[src/mtf_pkg.sv]
`timescale 1ns / 1ps
package mtf_pkg;

  localparam int unsigned Depth = 16;
  localparam int unsigned IdxW  = (Depth > 1) ? $clog2(Depth) : 1;
  localparam int unsigned OccW  = $clog2(Depth + 1);
  localparam int unsigned ValW  = 32;
  localparam int unsigned CmdW  = 2;
  localparam int unsigned StW   = 2;
  localparam int unsigned PosW  = 4;

  typedef enum logic [CmdW-1:0] {
    CMD_INSERT = 2'd0,
    CMD_SEARCH = 2'd1,
    CMD_MTF    = 2'd2
  } cmd_e;

  typedef enum logic [StW-1:0] {
    ST_OK   = 2'd0,
    ST_MISS = 2'd1,
    ST_FULL = 2'd2
  } status_e;

  typedef struct packed {
    logic load;
    logic compare;
    logic insert_en;
    logic move_en;
    logic result_en;
  } ctrl_t;

  typedef struct packed {
    logic is_insert;
    logic is_move;
    logic full;
    logic hit;
  } stat_t;

endpackage

[src/mtf_if.sv]
`timescale 1ns / 1ps
interface mtf_req_if;
  import mtf_pkg::*;
  logic                   valid;
  logic                   ready;
  logic [CmdW-1:0]        command;
  logic signed [ValW-1:0] value;

  modport source (output valid, output command, output value, input ready);
  modport sink (input valid, input command, input value, output ready);
endinterface

interface mtf_rsp_if;
  import mtf_pkg::*;
  logic            valid;
  logic            ready;
  logic [StW-1:0]  status;
  logic [PosW-1:0] position;

  modport source (output valid, output status, output position, input ready);
  modport sink (input valid, input status, input position, output ready);
endinterface

[src/mtf_datapath.sv]
`timescale 1ns / 1ps
module mtf_datapath (
  input  logic                           clk_i,
  input  logic                           rst_ni,
  input  mtf_pkg::ctrl_t                 ctrl_i,
  output mtf_pkg::stat_t                 stat_o,
  input  logic [mtf_pkg::CmdW-1:0]       command_i,
  input  logic signed [mtf_pkg::ValW-1:0] value_i,
  output logic [mtf_pkg::StW-1:0]        status_o,
  output logic [mtf_pkg::PosW-1:0]       position_o
);
  import mtf_pkg::*;

  logic [ValW-1:0] entries_q [Depth];
  logic [OccW-1:0] occ_q, occ_d;
  logic [CmdW-1:0] cmd_q;
  logic [ValW-1:0] value_q;
  logic [Depth-1:0] match_q, match_d;
  logic [StW-1:0]  status_q, status_d;
  logic [PosW-1:0] position_q, position_d;
  logic [IdxW-1:0] hit_idx;
  logic            hit;
  logic            full;
  logic [Depth-1:0] shift_mask;

  // slot-wise compare against live entries only
  always_comb begin
    for (int i = 0; i < Depth; i++) begin
      match_d[i] = (entries_q[i] == value_q) && (OccW'(i) < occ_q);
    end
  end

  // first match nearest the front
  always_comb begin
    hit_idx = '0;
    for (int i = Depth - 1; i >= 0; i--) begin
      if (match_q[i]) begin
        hit_idx = IdxW'(i);
      end
    end
  end

  assign hit  = |match_q;
  assign full = (occ_q == OccW'(Depth));

  always_comb begin
    for (int i = 0; i < Depth; i++) begin
      shift_mask[i] = ctrl_i.insert_en || (ctrl_i.move_en && (IdxW'(i) <= hit_idx));
    end
  end

  always_comb begin
    status_d   = ST_MISS;
    position_d = '0;
    case (cmd_q)
      CMD_INSERT: begin
        status_d = full ? ST_FULL : ST_OK;
      end
      CMD_SEARCH, CMD_MTF: begin
        if (hit) begin
          status_d   = ST_OK;
          position_d = PosW'(hit_idx);
        end
      end
      default: begin
        status_d = ST_MISS;
      end
    endcase
  end

  assign occ_d = ctrl_i.insert_en ? occ_q + OccW'(1) : occ_q;

  always_ff @(posedge clk_i or negedge rst_ni) begin
    if (!rst_ni) begin
      occ_q <= '0;
    end else begin
      occ_q <= occ_d;
    end
  end

  always_ff @(posedge clk_i) begin
    if (ctrl_i.load) begin
      cmd_q   <= command_i;
      value_q <= value_i;
    end
    if (ctrl_i.compare) begin
      match_q <= match_d;
    end
    if (ctrl_i.result_en) begin
      status_q   <= status_d;
      position_q <= position_d;
    end
    for (int i = 0; i < Depth; i++) begin
      if (shift_mask[i]) begin
        entries_q[i] <= (i == 0) ? value_q : entries_q[(i == 0) ? 0 : i - 1];
      end
    end
  end

  assign stat_o.is_insert = (cmd_q == CMD_INSERT);
  assign stat_o.is_move   = (cmd_q == CMD_MTF);
  assign stat_o.full      = full;
  assign stat_o.hit       = hit;
  assign status_o         = status_q;
  assign position_o       = position_q;

endmodule

[src/mtf_ctrl.sv]
`timescale 1ns / 1ps
module mtf_ctrl (
  input  logic           clk_i,
  input  logic           rst_ni,
  input  logic           req_valid_i,
  output logic           req_ready_o,
  output logic           rsp_valid_o,
  input  logic           rsp_ready_i,
  output mtf_pkg::ctrl_t ctrl_o,
  input  mtf_pkg::stat_t stat_i
);
  import mtf_pkg::*;

  typedef enum logic [2:0] {
    S_IDLE = 3'b001,
    S_CMP  = 3'b010,
    S_UPD  = 3'b100
  } state_e;

  state_e state_q, state_d;
  logic   rsp_valid_q, rsp_valid_d;
  logic   req_fire;
  logic   rsp_free;

  assign req_ready_o = (state_q == S_IDLE);
  assign req_fire    = req_valid_i && req_ready_o;
  assign rsp_free    = !rsp_valid_q || rsp_ready_i;

  always_comb begin
    state_d     = state_q;
    rsp_valid_d = rsp_valid_q && !rsp_ready_i;
    ctrl_o      = '0;
    case (state_q)
      S_IDLE: begin
        if (req_fire) begin
          ctrl_o.load = 1'b1;
          state_d     = S_CMP;
        end
      end
      S_CMP: begin
        ctrl_o.compare = 1'b1;
        state_d        = S_UPD;
      end
      S_UPD: begin
        if (rsp_free) begin
          ctrl_o.insert_en = stat_i.is_insert && !stat_i.full;
          ctrl_o.move_en   = stat_i.is_move && stat_i.hit;
          ctrl_o.result_en = 1'b1;
          rsp_valid_d      = 1'b1;
          state_d          = S_IDLE;
        end
      end
      default: begin
        state_d = S_IDLE;
      end
    endcase
  end

  always_ff @(posedge clk_i or negedge rst_ni) begin
    if (!rst_ni) begin
      state_q     <= S_IDLE;
      rsp_valid_q <= 1'b0;
    end else begin
      state_q     <= state_d;
      rsp_valid_q <= rsp_valid_d;
    end
  end

  assign rsp_valid_o = rsp_valid_q;

  a_accept_to_cmp : assert property (@(posedge clk_i) disable iff (!rst_ni)
    req_fire |=> state_q == S_CMP)
    else $error("accepted request did not enter compare");

  a_result_from_upd : assert property (@(posedge clk_i) disable iff (!rst_ni)
    ctrl_o.result_en |=> rsp_valid_q && state_q == S_IDLE)
    else $error("result loaded without valid response");

  a_insert_not_full : assert property (@(posedge clk_i) disable iff (!rst_ni)
    ctrl_o.insert_en |-> stat_i.is_insert && !stat_i.full && state_q == S_UPD)
    else $error("insert on full list");

  a_no_overwrite : assert property (@(posedge clk_i) disable iff (!rst_ni)
    rsp_valid_q && !rsp_ready_i |-> !ctrl_o.result_en)
    else $error("pending response overwritten");

endmodule

[src/move_to_front_list.sv]
`timescale 1ns / 1ps
// an accepted request passes the compare state, then the update state, before its
//   response is valid; a new request is taken only in idle, after that pass over
//   the slot register row; a stalled response holds the update step
// reset: asynchronous active low; clears occupancy and handshake state,
//   list slots are not cleared
module move_to_front_list (
  input  logic      clk_i,
  input  logic      rst_ni,
  mtf_req_if.sink   req_i,
  mtf_rsp_if.source rsp_o
);
  import mtf_pkg::*;

  ctrl_t ctrl;
  stat_t stat;

  mtf_ctrl u_ctrl (
    .clk_i       (clk_i),
    .rst_ni      (rst_ni),
    .req_valid_i (req_i.valid),
    .req_ready_o (req_i.ready),
    .rsp_valid_o (rsp_o.valid),
    .rsp_ready_i (rsp_o.ready),
    .ctrl_o      (ctrl),
    .stat_i      (stat)
  );

  mtf_datapath u_datapath (
    .clk_i      (clk_i),
    .rst_ni     (rst_ni),
    .ctrl_i     (ctrl),
    .stat_o     (stat),
    .command_i  (req_i.command),
    .value_i    (req_i.value),
    .status_o   (rsp_o.status),
    .position_o (rsp_o.position)
  );

endmodule

[src/flat_wrapper.sv]
// flat-port wrapper written by rule: the top's interface ports become plain ports
module move_to_front_list_flat import mtf_pkg::*;
  (clk_i, rst_ni, req_i_valid, req_i_command, req_i_value, req_i_ready, rsp_o_valid, rsp_o_status, rsp_o_position, rsp_o_ready);
  mtf_req_if req_i_i ();
  mtf_rsp_if rsp_o_i ();
  input  logic clk_i;
  input  logic rst_ni;
  input wire logic [$bits(req_i_i.valid)-1:0] req_i_valid;
  input wire logic [$bits(req_i_i.command)-1:0] req_i_command;
  input wire logic [$bits(req_i_i.value)-1:0] req_i_value;
  output wire logic [$bits(req_i_i.ready)-1:0] req_i_ready;
  output wire logic [$bits(rsp_o_i.valid)-1:0] rsp_o_valid;
  output wire logic [$bits(rsp_o_i.status)-1:0] rsp_o_status;
  output wire logic [$bits(rsp_o_i.position)-1:0] rsp_o_position;
  input wire logic [$bits(rsp_o_i.ready)-1:0] rsp_o_ready;
  assign req_i_i.valid = req_i_valid;
  assign req_i_i.command = req_i_command;
  assign req_i_i.value = req_i_value;
  assign req_i_ready = req_i_i.ready;
  assign rsp_o_valid = rsp_o_i.valid;
  assign rsp_o_status = rsp_o_i.status;
  assign rsp_o_position = rsp_o_i.position;
  assign rsp_o_i.ready = rsp_o_ready;
  move_to_front_list u_core (.clk_i(clk_i), .rst_ni(rst_ni), .req_i(req_i_i), .rsp_o(rsp_o_i));
endmodule
[config.mk]
export PLATFORM = sky130hd
export DESIGN_NAME = move_to_front_list_flat
export DESIGN_NICKNAME = d
export VERILOG_FILES = /design/src/mtf_pkg.sv /design/src/mtf_if.sv /design/src/mtf_datapath.sv /design/src/mtf_ctrl.sv /design/src/move_to_front_list.sv /design/src/flat_wrapper.sv
export SDC_FILE = /design/constraint.sdc
export NUM_CORES = 1
export LEC_CHECK = 0
export BUFFER_PORTS_ARGS = -buffer_cell sky130_fd_sc_hd__buf_2
export CAP_MARGIN = 20
export CELL_PAD_IN_SITES_DETAIL_PLACEMENT = 0
export CELL_PAD_IN_SITES_GLOBAL_PLACEMENT = 1
export CORE_MARGIN = 3
export CORE_UTILIZATION = 41
export CTS_BUF_LIST = sky130_fd_sc_hd__clkbuf_16
export DETAILED_ROUTE_END_ITERATION = 16
export PLACE_DENSITY = 0.69
export SYNTH_ARGS = -nofsm -noshare
export SYNTH_HDL_FRONTEND = slang
export SYNTH_SLANG_ARGS = --single-unit
[constraint.sdc]
create_clock -name clk_i -period 5.7 [get_ports clk_i]
set_clock_uncertainty 0.05 [all_clocks]
set_input_delay 0.855 -clock clk_i [delete_from_list [all_inputs] [get_ports clk_i]]
set_output_delay 0.855 -clock clk_i [all_outputs]
set_load 0.03 [all_outputs]
==> flow_summary.json, run 1 <==
{
  "gp_congestion": 0.863,
  "die-area_um2": 61400,
  "tns_ns": 0,
  "swShare": 0.273,
  "hp-class": "in2async",
  "yosys_warnings": 0,
  "syn_area_um2": 24000,
  "dp_slack_ns": 1.85,
  "seq_area_um2": 17300,
  "syn_inst": 1463,
  "final_max_slew_viol_count": 0,
  "core_region_area_um2": 57100,
  "syn_area_per_cell_um2": 16.4,
  "htreeDepth": 2,
  "first_iter_violations": 1033,
  "routedWlPerCell_um": 26.6,
  "ctsHoldBuffers": 0,
  "cp.required_ns": 6.01,
  "antenna_cells": 0,
  "cts_max_path_buffers": 3,
  "cts_root_buf": "clkbuf_16",
  "fin_cells": 2355,
  "final_util": 0.475,
  "syn2layout_area_growth_pct": 13.2,
  "synth.distinct_cells": 49,
  "syn_nets": 1506,
  "p_comb_frac": 0.149,
  "grt-ovfl-total": 0,
  "critPathArrivalTime_ns": 3.61,
  "place.port_buffers": 45,
  "async_flop_share": 0.0156,
  "fin_ws_ns": 2.40,
  "cts_inserted_buffers": 58,
  "vias": 12501,
  "dr.pass1.iters": 7,
  "layout.nets": 1596,
  "yosysSeqAreaShare": 0.721,
  "insertion_delay_ns": 0.62,
  "cap_violations": 0,
  "path_clk_slew_ns": 0.06,
  "fp.dieH_um": 248,
  "drc": 0,
  "cp_slowest_cell": "or4b_2",
  "grt_pass1_wl_mm": 89.7,
  "synth_edf_count": 568,
  "finalHoldViolations": 0,
  "grt_pass1_vias": 12682,
  "fin_crit_ns": 3.30,
  "power_frac_seq": 0.487,
  "via_per_inst": 5.31,
  "synth_seq_cells": 577,
  "die_x_um": 248,
  "multi_input_area_um2": 6300,
  "initial_core_util": 0.419,
  "drive_above_1_share": 0.129,
  "slew_headroom": 0.396,
  "nFillCells": 4858,
  "post_cts_buffers": 0,
  "cp-start-kind": "flop",
  "fin_area_um2": 27100,
  "p_int_mw": 7.52,
  "cts_resized": 0,
  "finalPower_mw": 10.3,
  "clkPwrFrac": 0.364,
  "p_per_area_nw_per_um2": 381,
  "max_slew.worst_pin.slew_ns": 0.906,
  "crit_top_cell": "inv_1",
  "fin_hold_ws_ns": 0.0353,
  "vdd_drop_max_mv": 0.308,
  "ant_nets": 0,
  "cts.sinks": 577,
  "placed_cell_area_um2": 25200,
  "crit_family": "simple AND/OR/NAND/NOR gates",
  "path_class": "reg2reg",
  "grtUsageTotal": 0.206,
  "io_pins": 46,
  "outcome": "finished clean",
  "drt-total-wl_mm": 62.6,
  "cts_tree": "yes",
  "setup_viol": 0,
  "post-route-period-util": 0.579,
  "max_clock_freq_mhz": 303,
  "cp_num_buf_inv": 3,
  "slowest_delay_ns": 0.68,
  "antenna_found_initial": 0,
  "cp-end-kind": "flop",
  "path_cells": "inv_1 > or4b_2 > nand3_1 > and2_1 > inv_1 > buf_16",
  "synthFlopType": "edfxtp_1",
  "grt_max_degree": 36,
  "dp_hpwl_mm": 44.3,
  "std_cell_rows": 87,
  "switching_power_mw": 2.82,
  "leakagePower_nw": 8.81,
  "dp.cells": 2247,
  "worstPathMaxFanout": 29,
  "rsz0062_at_grt": "no"
}
## routing by layer
metal  routed length [µm]  part of all wire  up-vias  track usage
met2                31600              0.50      378        0.362
met5                    0                 0        -            0
li1                     -                 -     5574            -
met3                 2760             0.044      108       0.0250
met4                 1850             0.030        0       0.0645
met1                26400              0.42     6441        0.267
## power by group through the flow
stage	clock, mW	combinational [mW]	sequential, mW
floorplan	0	1.07	4.98
detailed placement	0	1.54	5.12
global placement	0	1.54	5.12
global route	3.99	1.64	5.05
CTS	3.83	1.55	5.03
finish	3.76	1.54	5.03
## cell type report
type / count / share of cell area
Sequential cell: 577 / 0.637
Multi-Input combinational cell: 797 / 0.232
Clock buffer: 58 / 0.0535
Tap cell: 756 / 0.0349
Timing Repair Buffer: 100 / 0.0247
Clock inverter: 48 / 0.0149
Inverter: 19 / 0.00263
## registers in the layout (all words and copies together), names as in the netlist
signal                        cells
u_core.u_datapath.status_o        2
u_core.u_datapath.position_o      4
u_core.u_ctrl.state_q             3
u_core.u_datapath.occ_q           5
u_core.u_datapath.cmd_q           2
u_core.u_datapath.value_q        32
u_core.u_datapath.entries_q     512
u_core.u_ctrl.rsp_valid_o         1
u_core.u_datapath.match_q        16
## cells in the mapped netlist, types with 4 or more instances
library cell | n | area share
xnor2_1 | 209 | 0.076
dfrtp_1 | 8 | 0.0084
or4_1 | 7 | 0.0022
o22ai_1 | 4 | 0.0010
nor2_1 | 16 | 0.0025
inv_1 | 19 | 0.0030
nand4_1 | 65 | 0.017
a2111oi_0 | 5 | 0.0018
clkbuf_1 | 19 | 0.0030
edfxtp_1 | 568 | 0.71
buf_6 | 8 | 0.0038
nor4_1 | 82 | 0.021
a21oi_1 | 9 | 0.0019
ha_1 | 5 | 0.0026
nor3_1 | 12 | 0.0025
nand2_1 | 14 | 0.0022
o21ai_0 | 12 | 0.0025
nand2b_1 | 5 | 0.0013
nand3_1 | 16 | 0.0033
xor2_1 | 297 | 0.11
buf_1 | 13 | 0.0020
nor2b_1 | 5 | 0.0013
buf_2 | 28 | 0.0058
## path summary, 6_finish.rpt
path	slack, ns	end	startpoint	depth (start not counted)
min reg2reg	0.41	u_core.u_datapath.entries_q[1][36]	u_core.u_datapath.entries_q[1][4]	0
max	2.40	u_core.u_datapath.entries_q[1][25]	u_core.u_datapath.occ_q[4]	6
max reg2reg	2.40	u_core.u_datapath.entries_q[1][25]	u_core.u_datapath.occ_q[4]	6
min	0.04	u_core.u_datapath.occ_q[2]	rst_ni	1
min in group clk_i	0.36	u_core.u_datapath.value_q[4]	req_i_value[4]	1
max in group asynchronous	5.30	u_core.u_ctrl.state_q[0]	rst_ni	1
## cell families after synthesis
| family | synth area share |
|---|---|
| flip-flops | 0.721 |
| XOR/XNOR | 0.186 |
| AND/OR/NAND/NOR | 0.0591 |
| buffers and inverters | 0.0182 |
| AO/OA/AOI/OAI | 0.0126 |
| adder cells (fa/ha/maj) | 0.00261 |
## placed cells by master, fill, tap and decap left out, drive strengths merged, types with 12 or more instances in the layout
cell type,count
edfxtp,568
xor2,297
xnor2,211
buf,100
nor4,85
nand4,65
clkbuf,58
clkinv,31
inv,27
nor2,17
nand3,16
nand2,14
o21ai,14
nor3,12
Power figures use the tool's default switching activity.
==> inputs of run 2 (changes only) <==
- ABC_AREA: not set -> 1
- PLACE_DENSITY: 0.69 -> 0.7
- clock period: 5.7 -> 3.5 ns (I/O delays scaled with it)
==> flow_summary.json, run 2 <==
{
  "outcome": "finished clean",
  "max_clock_freq_mhz": 312,
  "crit_family": "compound AO/OA/AOI/OAI gates",
  "cp_num_buf_inv": 1,
  "initial_core_util": 0.419,
  "syn_inst": 1787,
  "yosysSeqAreaShare": 0.706,
  "r2r_start": "u_core.u_datapath.value_q[0]",
  "met3_length_mm": 6.56,
  "largest_reg_flops": 512,
  "tns_ns": 0,
  "critPathArrivalTime_ns": 3.59,
  "synth.distinct_cells": 54,
  "synth_area_leader_cell": "edfxtp_1",
  "rsz0062_at_grt": "no",
  "r2r_slack_ns": 0.30,
  "std_cell_rows": 88,
  "synth_seq_cells": 577,
  "finalPower_mw": 17.5,
  "grt_max_degree": 33,
  "synth_compound_area_frac": 0.0745,
  "cts_inserted_buffers": 58,
  "path_cells": "inv_1 > nand2_1 > nand2_1 > a211oi_1 > o2111ai_1 > a221oi_1 > nand4_1 > nor2_1",
  "synth_fa_ha_area_frac": 0.00256,
  "dp_slack_ns": 0.473,
  "seq_area_um2": 17300,
  "syn_nets": 1830,
  "antenna_cells": 0,
  "cts_tree": "yes",
  "worstPathMaxFanout": 20,
  "grt_pass1_wl_mm": 111,
  "drt-met1-wl_mm": 31.8,
  "final_util": 0.481,
  "wl_met2_mm": 36.6,
  "insertion_delay_ns": 0.64,
  "multi_input_area_um2": 6570,
  "gp_congestion": 0.916,
  "die-area_um2": 62700,
  "leakagePower_nw": 9.49,
  "synth_area_leaders": "edfxtp_1 (70%), xnor2_1 (4.9%), nand2_1 (4.2%)",
  "hp-start": "req_i_value[14]",
  "synth.top_cell.area_share": 0.697,
  "syn_area_um2": 24500,
  "syn2layout_area_growth_pct": 14.6,
  "dp_hpwl_mm": 55.7,
  "cts.sinks": 577,
  "p_per_area_nw_per_um2": 624,
  "dr.pass1.iters": 5,
  "syn_area_per_cell_um2": 13.7,
  "fin_hold_ws_ns": 0.0258,
  "first_iter_violations": 1976,
  "place.port_buffers": 45,
  "ant_nets": 0,
  "cp-start-kind": "flop",
  "yosys_warnings": 0,
  "layout_common_cells": "edfxtp_1 (568), nand2_1 (276), xnor2_1 (138)",
  "fp.dieH_um": 250,
  "regMostFlops": "u_core.u_datapath.entries_q",
  "cts_resized": 0,
  "cts_root_buf": "clkbuf_16",
  "slew_headroom": 0.293,
  "layout.nets": 1964,
  "synthMuxAreaShare": 0,
  "via_per_inst": 5.80,
  "rr_worst_depth": 8,
  "vdd_drop_max_mv": 0.504,
  "io_pins": 46,
  "drive_above_1_share": 0.163,
  "crit_top_cell": "nand2_1",
  "grtUsageTotal": 0.247,
  "whs_path_depth": 1,
  "synth_commonest_cells": "edfxtp_1 (568), nand2_1 (276), xnor2_1 (138)",
  "cp.required_ns": 3.89,
  "max_slew.worst_pin.slew_ns": 1.06,
  "synth_simple_gate_area_frac": 0.109,
  "cp_slowest_cell": "edfxtp_1",
  "final_max_slew_viol_count": 0,
  "htreeDepth": 2,
  "drt-total-wl_mm": 78.2,
  "setup_viol": 0,
  "hold_end": "u_core.u_datapath.value_q[14]",
  "antenna_found_initial": 0,
  "synth_xor_area_frac": 0.0798,
  "die_x_um": 250,
  "top_regs": "u_core.u_datapath.entries_q: 512 flops, u_core.u_datapath.value_q: 32 flops, u_core.u_datapath.match_q: 16 flops",
  "fin_crit_ns": 3.20,
  "top_layer": "met4",
  "synthFlopType": "edfxtp_1",
  "grt_pass1_vias": 15232,
  "synth_most_common_cell": "edfxtp_1",
  "vias": 15854,
  "fin_ws_ns": 0.298,
  "cts_max_path_buffers": 3,
  "cap_violations": 0,
  "routedWlPerCell_um": 28.6,
  "post-route-period-util": 0.915,
  "cp-end-kind": "flop",
  "grt-ovfl-total": 0,
  "finalHoldViolations": 0,
  "hp-class": "in2reg",
  "layout.cells.most_common": "edfxtp_1",
  "ctsHoldBuffers": 28,
  "slowest_delay_ns": 0.75,
  "synth_edf_count": 568,
  "r2r-end": "u_core.u_datapath.match_q[11]",
  "core_region_area_um2": 58400,
  "nFillCells": 5084,
  "async_flop_share": 0.0156,
  "path_class": "reg2reg",
  "synth_top_family_by_area": "simple AND/OR/NAND/NOR gates",
  "post_cts_buffers": 0,
  "drc": 0,
  "path_clk_slew_ns": 0.06
}
run 2: changes by cell type after synthesis, moves of 41 or more:
cell,delta
o22ai_1,+48
nor2_1,+41
or2_2,+77
inv_1,+49
a221oi_1,+47
xor2_1,-212
o21ai_0,+81
nand2_1,+262
xnor2_1,-71
run 2: final cells by class:
cell class | instances | area share
Sequential cell | 577 | 0.616
Multi-Input combinational cell | 1054 | 0.234
Clock buffer | 58 | 0.0517
Timing Repair Buffer | 139 | 0.0357
Tap cell | 765 | 0.0341
Clock inverter | 48 | 0.0161
Inverter | 91 | 0.0124
run 2: logic make-up (layout without fill, tap and decap cells):
kind of cell / count (synthesis) / after routing
and+or+nand+nor: 559 / 559
buffers and inverters: 156 / 336
DFF: 577 / 577
xor gates and xnor gates: 223 / 223
adders and majority gates: 5 / 5
AOI/OAI and AO/OA: 267 / 267
run 2: worst max-delay path by stage:
stage                                 start                             endpoint  slack (ns)  cells after the start
2_1_floorplan     u_core.u_ctrl.rsp_valid_o  u_core.u_datapath.entries_q[0][100]       -0.16                      8
3_3_place_gp   u_core.u_datapath.value_q[0]        u_core.u_datapath.match_q[11]        0.48                      8
3_5_place_dp   u_core.u_datapath.value_q[0]        u_core.u_datapath.match_q[10]        0.47                      5
4_1_cts        u_core.u_datapath.value_q[0]        u_core.u_datapath.match_q[11]        0.38                      8
5_1_grt        u_core.u_datapath.value_q[0]        u_core.u_datapath.match_q[11]        0.28                      8
6_report       u_core.u_datapath.value_q[0]        u_core.u_datapath.match_q[11]        0.30                      8
run 2: per-stage QoR:
step	instances	instance area [µm²]
3_5_place_dp	2598	25900
3_3_place_gp	2598	25900
2_1_floorplan	1787	24500
5_1_grt	2732	28100
4_1_cts	2732	28100
6_report	2732	28100
run 2: per-layer routing:
metal  up-vias  track usage
met5         -            0
met4         0       0.0941
met3       183       0.0452
met2       845        0.401
met1      7969        0.331
li1       6857            -
run 2: power by group:
group	switching [mW]	internal, mW
registers	0.344	7.90
clock network	2.71	3.54
logic	2.11	0.908
total	5.16	12.4
